==> src/hdl/ter_pkg.sv <==
// Package for the triangle edge rasterizer: coordinate widths, stream widths
// and the sequencer state type. No dependencies.
`timescale 1ns / 1ps
`default_nettype none
package ter_pkg;

  localparam int COORD_W   = 16;                  // vertex coordinate, signed fixed point
  localparam int FRAC_BITS = 4;                   // fractional bits of a coordinate
  localparam int PIX_W     = COORD_W - FRAC_BITS; // integer pixel coordinate
  localparam int CUR_W     = PIX_W + 1;           // cursor, may step one past the box
  localparam int DIFF_W    = COORD_W + 1;         // difference of two coordinates
  localparam int PROD_W    = 2 * DIFF_W;          // one edge-function product
  localparam int ACC_W     = PROD_W + 1;          // difference of two products
  localparam int COLOR_W   = 24;

  localparam int NUM_COORDS = 6;
  localparam int STEP_W     = 3;                  // multiply step counter
  localparam logic [STEP_W-1:0] LAST_STEP = STEP_W'(6);

  localparam int IN_DATA_W  = 8 * ((NUM_COORDS * COORD_W + COLOR_W + 7) / 8);
  localparam int OUT_DATA_W = 8 * ((2 * PIX_W + COLOR_W + 7) / 8);

  // Input kind codes
  localparam logic KIND_START = 1'b0;
  localparam logic KIND_NEXT  = 1'b1;

  typedef enum logic [1:0] {
    S_IDLE,
    S_TEST,
    S_STEP,
    S_EMIT
  } state_t;

endpackage
`default_nettype wire

==> src/hdl/triangle_edge_rasterizer_core.sv <==
// Pull-mode edge-function triangle rasterizer, top level.
// Depends on ter_pkg for widths, codes and the sequencer state type.
//
// Usage:
//   The input stream carries one beat per request. in_tuser = 0 starts a
//   triangle: in_tdata holds the three vertices (signed fixed point, 4
//   fractional bits) and a 24-bit color. The bounding box is formed from the
//   min and max coordinates, truncated toward zero. A start gives no result.
//   in_tuser = 1 asks for the next covered pixel. The box is walked x outer,
//   y inner, both ascending; each pixel is tested with the ab, bc and ca edge functions
//   through one shared 17x17 multiplier. Every next request gives exactly one
//   output beat: out_tuser = 1 with the pixel and color, or out_tuser = 0 with
//   zero data once the box is exhausted (or no triangle is loaded).
// Sequencing:
//   A start is taken while the sequencer stays idle. A next tests box pixels in
//   turn up to the first covered one (six multiply steps, one accumulate step,
//   one cursor step each), then loads the output register; a new input is
//   accepted only after the last result is loaded. The single multiplier sets
//   the pace of each test. in_tready is high only while the sequencer is idle.
// Reset and stall:
//   rst_n (synchronous, active low) clears the sequencer, the output valid
//   and the loaded-triangle flag; a next before any start returns found = 0.
//   A stalled output beat holds; a finished result waits in the sequencer
//   until the output register is free.
`timescale 1ns / 1ps
`default_nettype none
module triangle_edge_rasterizer_core (
  input  wire                             clk,
  input  wire                             rst_n,
  input  wire                             in_tvalid,
  output logic                            in_tready,
  // in_tdata, from bit 0: vert_ax, vert_ay, vert_bx, vert_by, vert_cx,
  // vert_cy (16 bits each), fill_color (24)
  input  wire  [ter_pkg::IN_DATA_W-1:0]   in_tdata,
  // in_tuser: kind
  input  wire                             in_tuser,
  output logic                            out_tvalid,
  input  wire                             out_tready,
  // out_tdata, from bit 0: pixel_x (12), pixel_y (12), pixel_color (24)
  output logic [ter_pkg::OUT_DATA_W-1:0]  out_tdata,
  // out_tuser: found
  output logic                            out_tuser
);
  import ter_pkg::*;

  // Round toward zero while dropping the fraction.
  function automatic logic signed [PIX_W-1:0] trunc_int(input logic signed [COORD_W-1:0] v);
    logic signed [DIFF_W-1:0] t;
    t = DIFF_W'(v) + (v[COORD_W-1] ? DIFF_W'((1 << FRAC_BITS) - 1) : DIFF_W'(0));
    return t[FRAC_BITS +: PIX_W];
  endfunction

  function automatic logic signed [COORD_W-1:0] min3(input logic signed [COORD_W-1:0] a,
                                                     input logic signed [COORD_W-1:0] b,
                                                     input logic signed [COORD_W-1:0] c);
    logic signed [COORD_W-1:0] m;
    m = (b < a) ? b : a;
    return (c < m) ? c : m;
  endfunction

  function automatic logic signed [COORD_W-1:0] max3(input logic signed [COORD_W-1:0] a,
                                                     input logic signed [COORD_W-1:0] b,
                                                     input logic signed [COORD_W-1:0] c);
    logic signed [COORD_W-1:0] m;
    m = (b > a) ? b : a;
    return (c > m) ? c : m;
  endfunction

  state_t state_r, state_nxt;

  logic signed [COORD_W-1:0] vert_r [NUM_COORDS];  // ax, ay, bx, by, cx, cy
  logic [COLOR_W-1:0]        color_r;
  logic signed [PIX_W-1:0]   xmax_r, ymin_r, ymax_r;
  logic signed [CUR_W-1:0]   cur_x_r, cur_y_r;
  logic                      active_r;

  logic [STEP_W-1:0]         step_r;
  logic signed [PROD_W-1:0]  mul_r;
  logic signed [PROD_W-1:0]  acc_r;
  logic [2:0]                neg_r;    // sign of each edge function

  logic                      res_found_r;
  logic signed [PIX_W-1:0]   res_x_r, res_y_r;

  logic                      out_tvalid_r;
  logic                      out_tuser_r;
  logic [OUT_DATA_W-1:0]     out_tdata_r;

  // Input unpacking
  logic signed [COORD_W-1:0] in_vert [NUM_COORDS];
  logic [COLOR_W-1:0]        in_color;
  always_comb begin
    for (int i = 0; i < NUM_COORDS; i++) begin
      in_vert[i] = in_tdata[i*COORD_W +: COORD_W];
    end
    in_color = in_tdata[NUM_COORDS*COORD_W +: COLOR_W];
  end

  logic in_fire, out_free, start_fire, next_fire;
  assign in_fire    = in_tvalid && in_tready;
  assign start_fire = in_fire && (in_tuser == KIND_START);
  assign next_fire  = in_fire && (in_tuser == KIND_NEXT);
  assign out_free   = !out_tvalid_r || out_tready;

  // Cursor checks against the box
  logic signed [CUR_W-1:0] xmax_ext, ymax_ext;
  logic cur_in_box, y_last, x_last, hit;
  assign xmax_ext   = CUR_W'(xmax_r);
  assign ymax_ext   = CUR_W'(ymax_r);
  assign cur_in_box = cur_x_r <= xmax_ext;
  assign y_last     = cur_y_r == ymax_ext;
  assign x_last     = cur_x_r == xmax_ext;
  assign hit        = (neg_r[0] == neg_r[1]) && (neg_r[1] == neg_r[2]);

  // Shared multiplier operand selection: edge (u,v) is (a,b), (b,c), (c,a).
  logic [1:0] edge_idx;
  logic signed [COORD_W-1:0] ux, uy, vx, vy, px, py;
  logic signed [DIFF_W-1:0]  op_a, op_b;
  assign edge_idx = step_r[2:1];
  assign px = {cur_x_r[PIX_W-1:0], {FRAC_BITS{1'b0}}};
  assign py = {cur_y_r[PIX_W-1:0], {FRAC_BITS{1'b0}}};

  always_comb begin
    unique case (edge_idx)
      2'd0: begin
        ux = vert_r[0]; uy = vert_r[1]; vx = vert_r[2]; vy = vert_r[3];
      end
      2'd1: begin
        ux = vert_r[2]; uy = vert_r[3]; vx = vert_r[4]; vy = vert_r[5];
      end
      2'd2: begin
        ux = vert_r[4]; uy = vert_r[5]; vx = vert_r[0]; vy = vert_r[1];
      end
      default: begin
        ux = '0; uy = '0; vx = '0; vy = '0;
      end
    endcase
  end

  always_comb begin
    if (!step_r[0]) begin
      op_a = DIFF_W'(px) - DIFF_W'(vx);
      op_b = DIFF_W'(uy) - DIFF_W'(vy);
    end else begin
      op_a = DIFF_W'(ux) - DIFF_W'(vx);
      op_b = DIFF_W'(py) - DIFF_W'(vy);
    end
  end

  // Accumulate the previous step's product: an even step's product is loaded, an odd one is subtracted.
  logic [STEP_W-1:0]       prev_step;
  logic signed [ACC_W-1:0] edge_val;
  assign prev_step = step_r - STEP_W'(1);
  assign edge_val  = ACC_W'(acc_r) - ACC_W'(mul_r);

  // Next state
  always_comb begin
    state_nxt = state_r;
    unique case (state_r)
      S_IDLE: begin
        if (next_fire) begin
          state_nxt = (active_r && cur_in_box) ? S_TEST : S_EMIT;
        end
      end
      S_TEST: begin
        if (step_r == LAST_STEP) state_nxt = S_STEP;
      end
      S_STEP: begin
        state_nxt = (hit || (y_last && x_last)) ? S_EMIT : S_TEST;
      end
      S_EMIT: begin
        if (out_free) state_nxt = S_IDLE;
      end
      default: state_nxt = S_IDLE;
    endcase
  end

  // Outputs of the sequencer
  logic emit_load;
  always_comb begin
    in_tready = 1'b0;
    emit_load = 1'b0;
    unique case (state_r)
      S_IDLE:  in_tready = 1'b1;
      S_EMIT:  emit_load = out_free;
      default: begin
        in_tready = 1'b0;
        emit_load = 1'b0;
      end
    endcase
  end

  // Control registers
  always_ff @(posedge clk) begin
    if (!rst_n) begin
      state_r      <= S_IDLE;
      active_r     <= 1'b0;
      step_r       <= '0;
      out_tvalid_r <= 1'b0;
    end else begin
      state_r <= state_nxt;

      if (start_fire) begin
        active_r <= 1'b1;
      end else if (next_fire && !(active_r && cur_in_box)) begin
        active_r <= 1'b0;
      end else if (state_r == S_STEP && !hit && y_last && x_last) begin
        active_r <= 1'b0;
      end

      if (state_r == S_TEST && step_r != LAST_STEP) begin
        step_r <= step_r + STEP_W'(1);
      end else begin
        step_r <= '0;
      end

      if (emit_load) begin
        out_tvalid_r <= 1'b1;
      end else if (out_tready) begin
        out_tvalid_r <= 1'b0;
      end
    end
  end

  // Datapath registers
  always_ff @(posedge clk) begin
    if (start_fire) begin
      for (int i = 0; i < NUM_COORDS; i++) begin
        vert_r[i] <= in_vert[i];
      end
      color_r <= in_color;
      xmax_r  <= trunc_int(max3(in_vert[0], in_vert[2], in_vert[4]));
      ymin_r  <= trunc_int(min3(in_vert[1], in_vert[3], in_vert[5]));
      ymax_r  <= trunc_int(max3(in_vert[1], in_vert[3], in_vert[5]));
      cur_x_r <= CUR_W'(trunc_int(min3(in_vert[0], in_vert[2], in_vert[4])));
      cur_y_r <= CUR_W'(trunc_int(min3(in_vert[1], in_vert[3], in_vert[5])));
    end

    if (next_fire) begin
      // Preload a finished result; a found pixel overwrites it.
      res_found_r <= 1'b0;
      res_x_r     <= '0;
      res_y_r     <= '0;
    end

    if (state_r == S_TEST) begin
      mul_r <= op_a * op_b;
      if (step_r != '0) begin
        if (!prev_step[0]) begin
          acc_r <= mul_r;
        end else begin
          neg_r[prev_step[2:1]] <= edge_val[ACC_W-1];
        end
      end
    end

    if (state_r == S_STEP) begin
      // Advance y first, wrap to the next column at the box bottom.
      if (y_last) begin
        cur_y_r <= CUR_W'(ymin_r);
        cur_x_r <= cur_x_r + CUR_W'(1);
      end else begin
        cur_y_r <= cur_y_r + CUR_W'(1);
      end
      if (hit) begin
        res_found_r <= 1'b1;
        res_x_r     <= cur_x_r[PIX_W-1:0];
        res_y_r     <= cur_y_r[PIX_W-1:0];
      end
    end

    if (emit_load) begin
      out_tuser_r <= res_found_r;
      out_tdata_r <= {res_found_r ? color_r : COLOR_W'(0), res_y_r, res_x_r};
    end
  end

  assign out_tvalid = out_tvalid_r;
  assign out_tuser  = out_tuser_r;
  assign out_tdata  = out_tdata_r;

  // Checks
  a_busy_after_accept: assert property (@(posedge clk) disable iff (!rst_n)
    next_fire |=> !in_tready)
    else $error("input accepted while a fetch is in progress");

  a_cursor_in_box: assert property (@(posedge clk) disable iff (!rst_n)
    state_r == S_TEST |-> (cur_x_r <= xmax_ext) && (cur_y_r <= ymax_ext))
    else $error("pixel test outside the bounding box");

  a_step_range: assert property (@(posedge clk) disable iff (!rst_n)
    state_r == S_TEST |-> step_r <= LAST_STEP)
    else $error("multiply step counter out of range");

  a_finish_zero: assert property (@(posedge clk) disable iff (!rst_n)
    out_tvalid_r && !out_tuser_r |-> out_tdata_r == '0)
    else $error("finish beat carries nonzero data");

  a_emit_valid: assert property (@(posedge clk) disable iff (!rst_n)
    emit_load |=> out_tvalid_r)
    else $error("result load did not raise out_tvalid");

endmodule
`default_nettype wire

==> config.mk <==
export PLATFORM = sky130hd
export DESIGN_NAME = triangle_edge_rasterizer_core
export DESIGN_NICKNAME = d
export VERILOG_FILES = /design/src/hdl/ter_pkg.sv /design/src/hdl/triangle_edge_rasterizer_core.sv
export SDC_FILE = /design/constraint.sdc
export NUM_CORES = 2
export LEC_CHECK = 0
export ABC_AREA = 0
export BUFFER_PORTS_ARGS = -buffer_cell sky130_fd_sc_hd__buf_2
export CAP_MARGIN = 15
export CORE_ASPECT_RATIO = 1.1
export CORE_MARGIN = 2
export CORE_UTILIZATION = 40
export DETAILED_ROUTE_END_ITERATION = 12
export GPL_TIMING_DRIVEN = 0
export RECOVER_POWER = 100
export SLEW_MARGIN = 5
export SYNTH_ARGS = -nofsm -noshare
export SYNTH_HDL_FRONTEND = slang
export SYNTH_SLANG_ARGS = --single-unit
==> constraint.sdc <==
create_clock -name clk -period 14.94 [get_ports clk]
set_input_delay 1.494 -clock clk [delete_from_list [all_inputs] [get_ports clk]]
set_output_delay 1.494 -clock clk [all_outputs]
set_load 0.1 [all_outputs]
After elaboration in Yosys (flattened, before gate mapping)
Memory sizes are Yosys's and may differ from the RTL's.
Index checks and enable logic that the tools add are counted.
{"block": "totals", "regBits": 238, "ramBits": 96, "input_bits": 125, "out_inout_bits": 51, "wordCells": 139, "memories": 1}
{"block": "classes", "addsub": 13, "n_mul": 1, "order_cmp": 11, "n_eq_ne": 14, "n_mux": 51, "bitwise_logic": 2, "reduce_logical": 27}
{"memory": "vert_r", "depth": 6, "word_bits": 16, "read_ports": 6, "rd_clocked_by_memory_dff": 0, "write_ports": 6, "line_no": "triangle_edge_rasterizer_core.sv:71", "source": "logic signed [COORD_W-1:0] vert_r [NUM_COORDS];"}
{"cell": "$pmux 16 s3", "count": 4}
{"cell": "$mux 16", "count": 8}
{"cell": "$mux 13", "count": 6}
{"cell": "$mux 12", "count": 6}
{"cell": "$sub 16x16->17", "count": 4}
{"cell": "$add 16x5->16", "count": 4}
{"cell": "$gt 16x16->1", "count": 4}
{"cell": "$lt 16x16->1", "count": 4}
{"cell": "$sub 34x34->35", "count": 1}
{"cell": "$mul 17x17->34", "count": 1}
{"cell": "$mux 17", "count": 2}
{"cell": "$add 13x2->13 const B", "count": 2}
{"cell": "$eq 13x12->1", "count": 2}
{"cell": "$mux 4", "count": 4}
{"cell": "$le 13x12->1", "count": 1}
{"cell": "$mux 1", "count": 13}
{"cell": "$logic_and 1x1->1", "count": 12}
{"cell": "$mux 2", "count": 5}
{"cell": "$reduce_and 3->1", "count": 3}
{"cell": "$pmux 2 s4", "count": 1}
{"cell": "$eq 2x2->1 const B", "count": 3}
{"cell": "$ne 2x2->1 const B", "count": 3}
{"cell": "$reduce_bool 3->1", "count": 2}
{"cell": "$eq 2x1->1 const B", "count": 2}
{"cell": "15 further kinds", "count": 22}

Logic depth before layout (Yosys ltp)
{"block": "depth", "ltp_word": 9, "ltp_mapped": 45, "ltp_nobuf": 43}

Least setup slack after synthesis
No wires, ideal clock.
{"block": "synth_path", "path_kind": "register to register", "startpoint": "register step_r[1]", "endpoint": "register mul_r[32], data pin", "setup_time_ps": 258, "arrival_time_ps": 10313, "required_ps": 14682, "setup_slack_ps": 4370, "stages_incl_launch_ff": 42, "n_path_buf": 4, "synth_period_minus_slack_ps": 10570, "path_cell_list": "dfxtp_1 clkbuf_1 clkbuf_1 clkbuf_1 mux2i_1 nor2_1 a21oi_1 fa_1 a21o_1 a21oi_1 o21bai_1 a21oi_1 o21bai_1 a21oi_1 o21ai_0 or2_2 xor2_1 clkbuf_1 (+6 left out) inv_1 fa_1 fa_1 inv_1 fa_1 inv_1 ha_1 a21o_1 a211oi_1 a21oi_1 nand2_1 a21oi_1 a311o_1 o31ai_1 o2111a_1 o21bai_1 a21oi_1 xnor2_1"}
{"block": "synth_via", "elab_chain_len": 5, "elab_cells_between_ends": 14, "classes_between": "add/sub (4); mul (1); eq/ne (2); mux (6); reduce/logical (1)"}
{"item": "start, declared", "line_no": "triangle_edge_rasterizer_core.sv:77", "source": "logic [STEP_W-1:0] step_r;"}
{"item": "start signal, assigned", "line_no": "triangle_edge_rasterizer_core.sv:212", "source": "step_r <= step_r + STEP_W'(1);"}
{"item": "$eq 2x2->1, or another cell as far along", "line_no": "triangle_edge_rasterizer_core.sv:124", "source": "unique case (edge_idx)"}
{"item": "$pmux 16 s3", "line_no": "triangle_edge_rasterizer_core.sv:124"}
{"item": "$sub 16x16->17, on equally long branches"}
{"item": "$mux 17", "line_no": "triangle_edge_rasterizer_core.sv:141", "source": "if (!step_r[0]) begin"}
{"item": "$mul 17x17->34 (*)", "line_no": "triangle_edge_rasterizer_core.sv:247", "source": "mul_r <= op_a * op_b;"}
{"item": "end signal, assigned", "line_no": "triangle_edge_rasterizer_core.sv:247"}
{"item": "end, declared", "line_no": "triangle_edge_rasterizer_core.sv:78", "source": "logic signed [PROD_W-1:0] mul_r;"}
Every way passes the cells marked *; elsewhere a longest branch is shown, timed or not.
A chain may end at the register's enable or synchronous reset.

Worst setup path in the final report
Same ends and word-level chain as after synthesis.

==> key figures <==
Clocking
  – # hold bufs at CTS: 0
  – CTS Buf Count: 38
  – TritonCTS clock tree: yes
  – H-tree Lvls: 2
  – Clock Path Buffers: 3
  – Clock latency on the worst-skew pair: 570 ps
  – Post_cts resized: 0
  – Post-CTS setup buffer count: 0
  – Root Buffer: clkbuf_16
  – CTS clk-pin slew, worst paths: around 60 ps
  – CTS sink cnt: about 330

Worst setup path
  – Critical Path Slowest Stage Cell: clkbuf_1
  – Critical path endpoint category: flop
  – Critical Path Fanout Max: 10
  – Crit path arrival time: between 10000 and 15000 ps
  – Slowest stage delay, CP: 690 ps
  – Family with the most delay on the worst path: compound AO/OA/AOI/OAI gates
  – CP dominant cell by count: a21oi_1
  – CP startpoint kind: flop
  – WP data required: between 15000 and 20000 ps
  – WS Path Type: reg -> reg
  – Buffers and inverters on the worst path: 9

Detailed routing
  – Final wirelength: just under 90000 um
  – First DRT Iteration DRCs: approximately 1600
  – WL/cell: about 20 um
  – DR vias: around 24000
  – Vias per cell: around 5.3
  – Detailed-router iteration count before antenna repair: 6
  – Drt drc: 0
  – DRT antenna net count: 0

Die
  – I/O Pins: around 180
  – Initial Utilization: a little over 40%
  – Die H: about 300 um
  – Die width: roughly 270 um
  – Core area: approximately 0.079 sq mm
  – Die ar.: approximately 0.08 sq mm
  – Num rows: between 100 and 150

Cells and area
  – Most frequent cells in the layout: 482 x inv_1, 317 x nor2_1, 298 x fa_1, 289 x edfxtp_1, 275 x ha_1
  – Post-layout util: approximately 44%
  – Final non-filler cell total: 4535
  – Fin nets: roughly 4200
  – Commonest non-fill, non-tap cell in the layout: inv_1
  – Fraction of layout instances using a drive strength above 1: around 3.8%
  – Area Growth Syn to Fin: 10.0%

Yosys
  – Synth area leader: edfxtp_1
  – Synth Flop Type: edfxtp_1
  – Synth Cell Area: ~0.032 sq mm
  – YS warnings: 0
  – Post-synthesis simple-gate area fraction: between 10% and 20%
  – Largest cells by area after synthesis: edfxtp_1 27%, fa_1 19%, ha_1 11%, inv_1 5.7%, mux2i_1 3.9%
  – Syn nets: ~3900
  – Mux cell area share after synthesis: roughly 4.8%
  – Adder-cell share of the synthesized area: 29.7%
  – Syn_area_per_cell: slightly below 10 sq um
  – Sequential share of the synthesized area: slightly above 30%
  – Synth Area in XOR/XNOR: under 10%
  – Synth Instances: about 3200
  – Fraction of registers with async set/reset: 0%
  – Flops & latches, synth: between 300 and 400
  – Count of cell types in the netlist: between 80 and 90
  – Area share of the largest cell type after synthesis: between 20% and 30%
  – Largest family of logic cells by synthesized area: adder cells
  – Number of enable flip-flop cells after synthesis: just under 300
  – Synth Area in Compound Gates: a little over a tenth

Global routing
  – Global-route wire length before repair: around 140000 um
  – Initial antenna violation count: 2
  – Remaining global-route overflow: 0
  – Gr usage total: roughly 22%
  – Vias in the first global route: around 24000
  – Largest net degree at the start of global routing: 122

Place
  – Dpl hpwl: a little over 70000 um
  – Input/output buffers: ~180
  – Inst Count DP: roughly 4500
  – Global placer's final weighted congestion: a little under 1

STA
  – RSZ-0062 raised after global routing: false
  – Relative slew slack: -321%
  – Clock Skews: 20.2 ps
  – Setup violators final: 0
  – Slew @ Worst Pin: about 6300 ps
  – Final Hold Fails: 0
  – Final count of pins violating max slew: 200
  – Period utilization: 85.5%
  – Setup_tns: 0 ps
  – Min Tclk post-route: approximately 13000 ps
  – FMAX: ~0.078 GHz

Run
  – Max Cap Viol: 3

Status
  – Outcome: complete, but fails checks
  – Failing checks: max-capacitance violations, max-slew violations

Worst hold path
  – HP Class: reg -> reg
==> cell usage after synthesis, drive strengths merged (3+ instances only) <==
cell     number
a211o         8
a211oi       12
a21boi       12
a21o         39
a21oi       203
a221oi       18
a22oi         3
a31o          3
a31oi        20
and2         50
and3         18
and4          9
buf          19
clkbuf       85
dfxtp        45
edfxtp      289
fa          298
ha          275
inv         483
mux2         25
mux2i       123
nand2       269
nand2b       31
nand3        65
nand3b        3
nand4        34
nor2        317
nor2b        44
nor3         40
nor3b         8
nor4         11
nor4b         3
o2111ai       5
o211a         4
o211ai       11
o21a         33
o21ai       105
o21bai       13
o221ai        6
o22ai        11
o31ai         9
or2           8
or3           8
xnor2       104
xor2         36
==> stage by stage <==
stage / area [sq um] / hold slack, ps / worst slack [ps]
after floorplan: 31600 / 405 / 4370
after global placement: 33800 / 410 / 2400
after detailed placement: 34000 / 420 / 2330
after CTS: 35300 / 429 / 2330
after global routing: 34800 / 438 / 1350
final: 34800 / 425 / 2160
==> flip-flops by register name (all words and copies together) (netlist names), 12 cells and up <==
register	flops
vert_r	96
out_tdata	48
acc_r	34
mul_r	34
color_r	24
cur_x_r	13
cur_y_r	13
res_x_r	12
res_y_r	12
xmax_r	12
ymax_r	12
ymin_r	12
==> final cells by class <==
type,count,area [sq um]
diodes,1,2.50
plain buffers,104,397
clock buffers,48,1040
clock inverters,19,225
fillers,7716,43800
inverters,484,1820
multi-input cells,2315,19700
flip-flops and latches,334,9580
well taps,1045,1310
repair buffers,185,743
==> logic make-up after synthesis <==
family	Yosys count
flip-flops	334
multiplexers	148
AND/OR/NAND/NOR	920
adder cells (fa/ha/maj)	573
XOR/XNOR	140
AO/OA/AOI/OAI	534
buffers and inverters	588
==> path summary, 6_finish.rpt <==
check                           startpoint         end  slack [ps]  cells past startpoint
worst max-delay path             step_r[1]   mul_r[32]        2160                     40
worst max register to register   step_r[1]   mul_r[32]        2160                     40
worst min-delay path              active_r  state_r[1]         430                      1
worst min register to register    active_r  state_r[1]         430                      1
==> metal layers <==
metal | GRT usage, % | up-vias | routed length (um)
met2 | 35.5 | 702 | 40600
li1 | - | 11369 | -
met3 | 2.93 | 224 | 4740
met1 | 29.3 | 11525 | 39000
met4 | 10.4 | 2 | 4670
met5 | 0 | - | 13
Power is not shown: default switching activity piles up to over one toggle a cycle in this logic, so the estimate is an artifact.
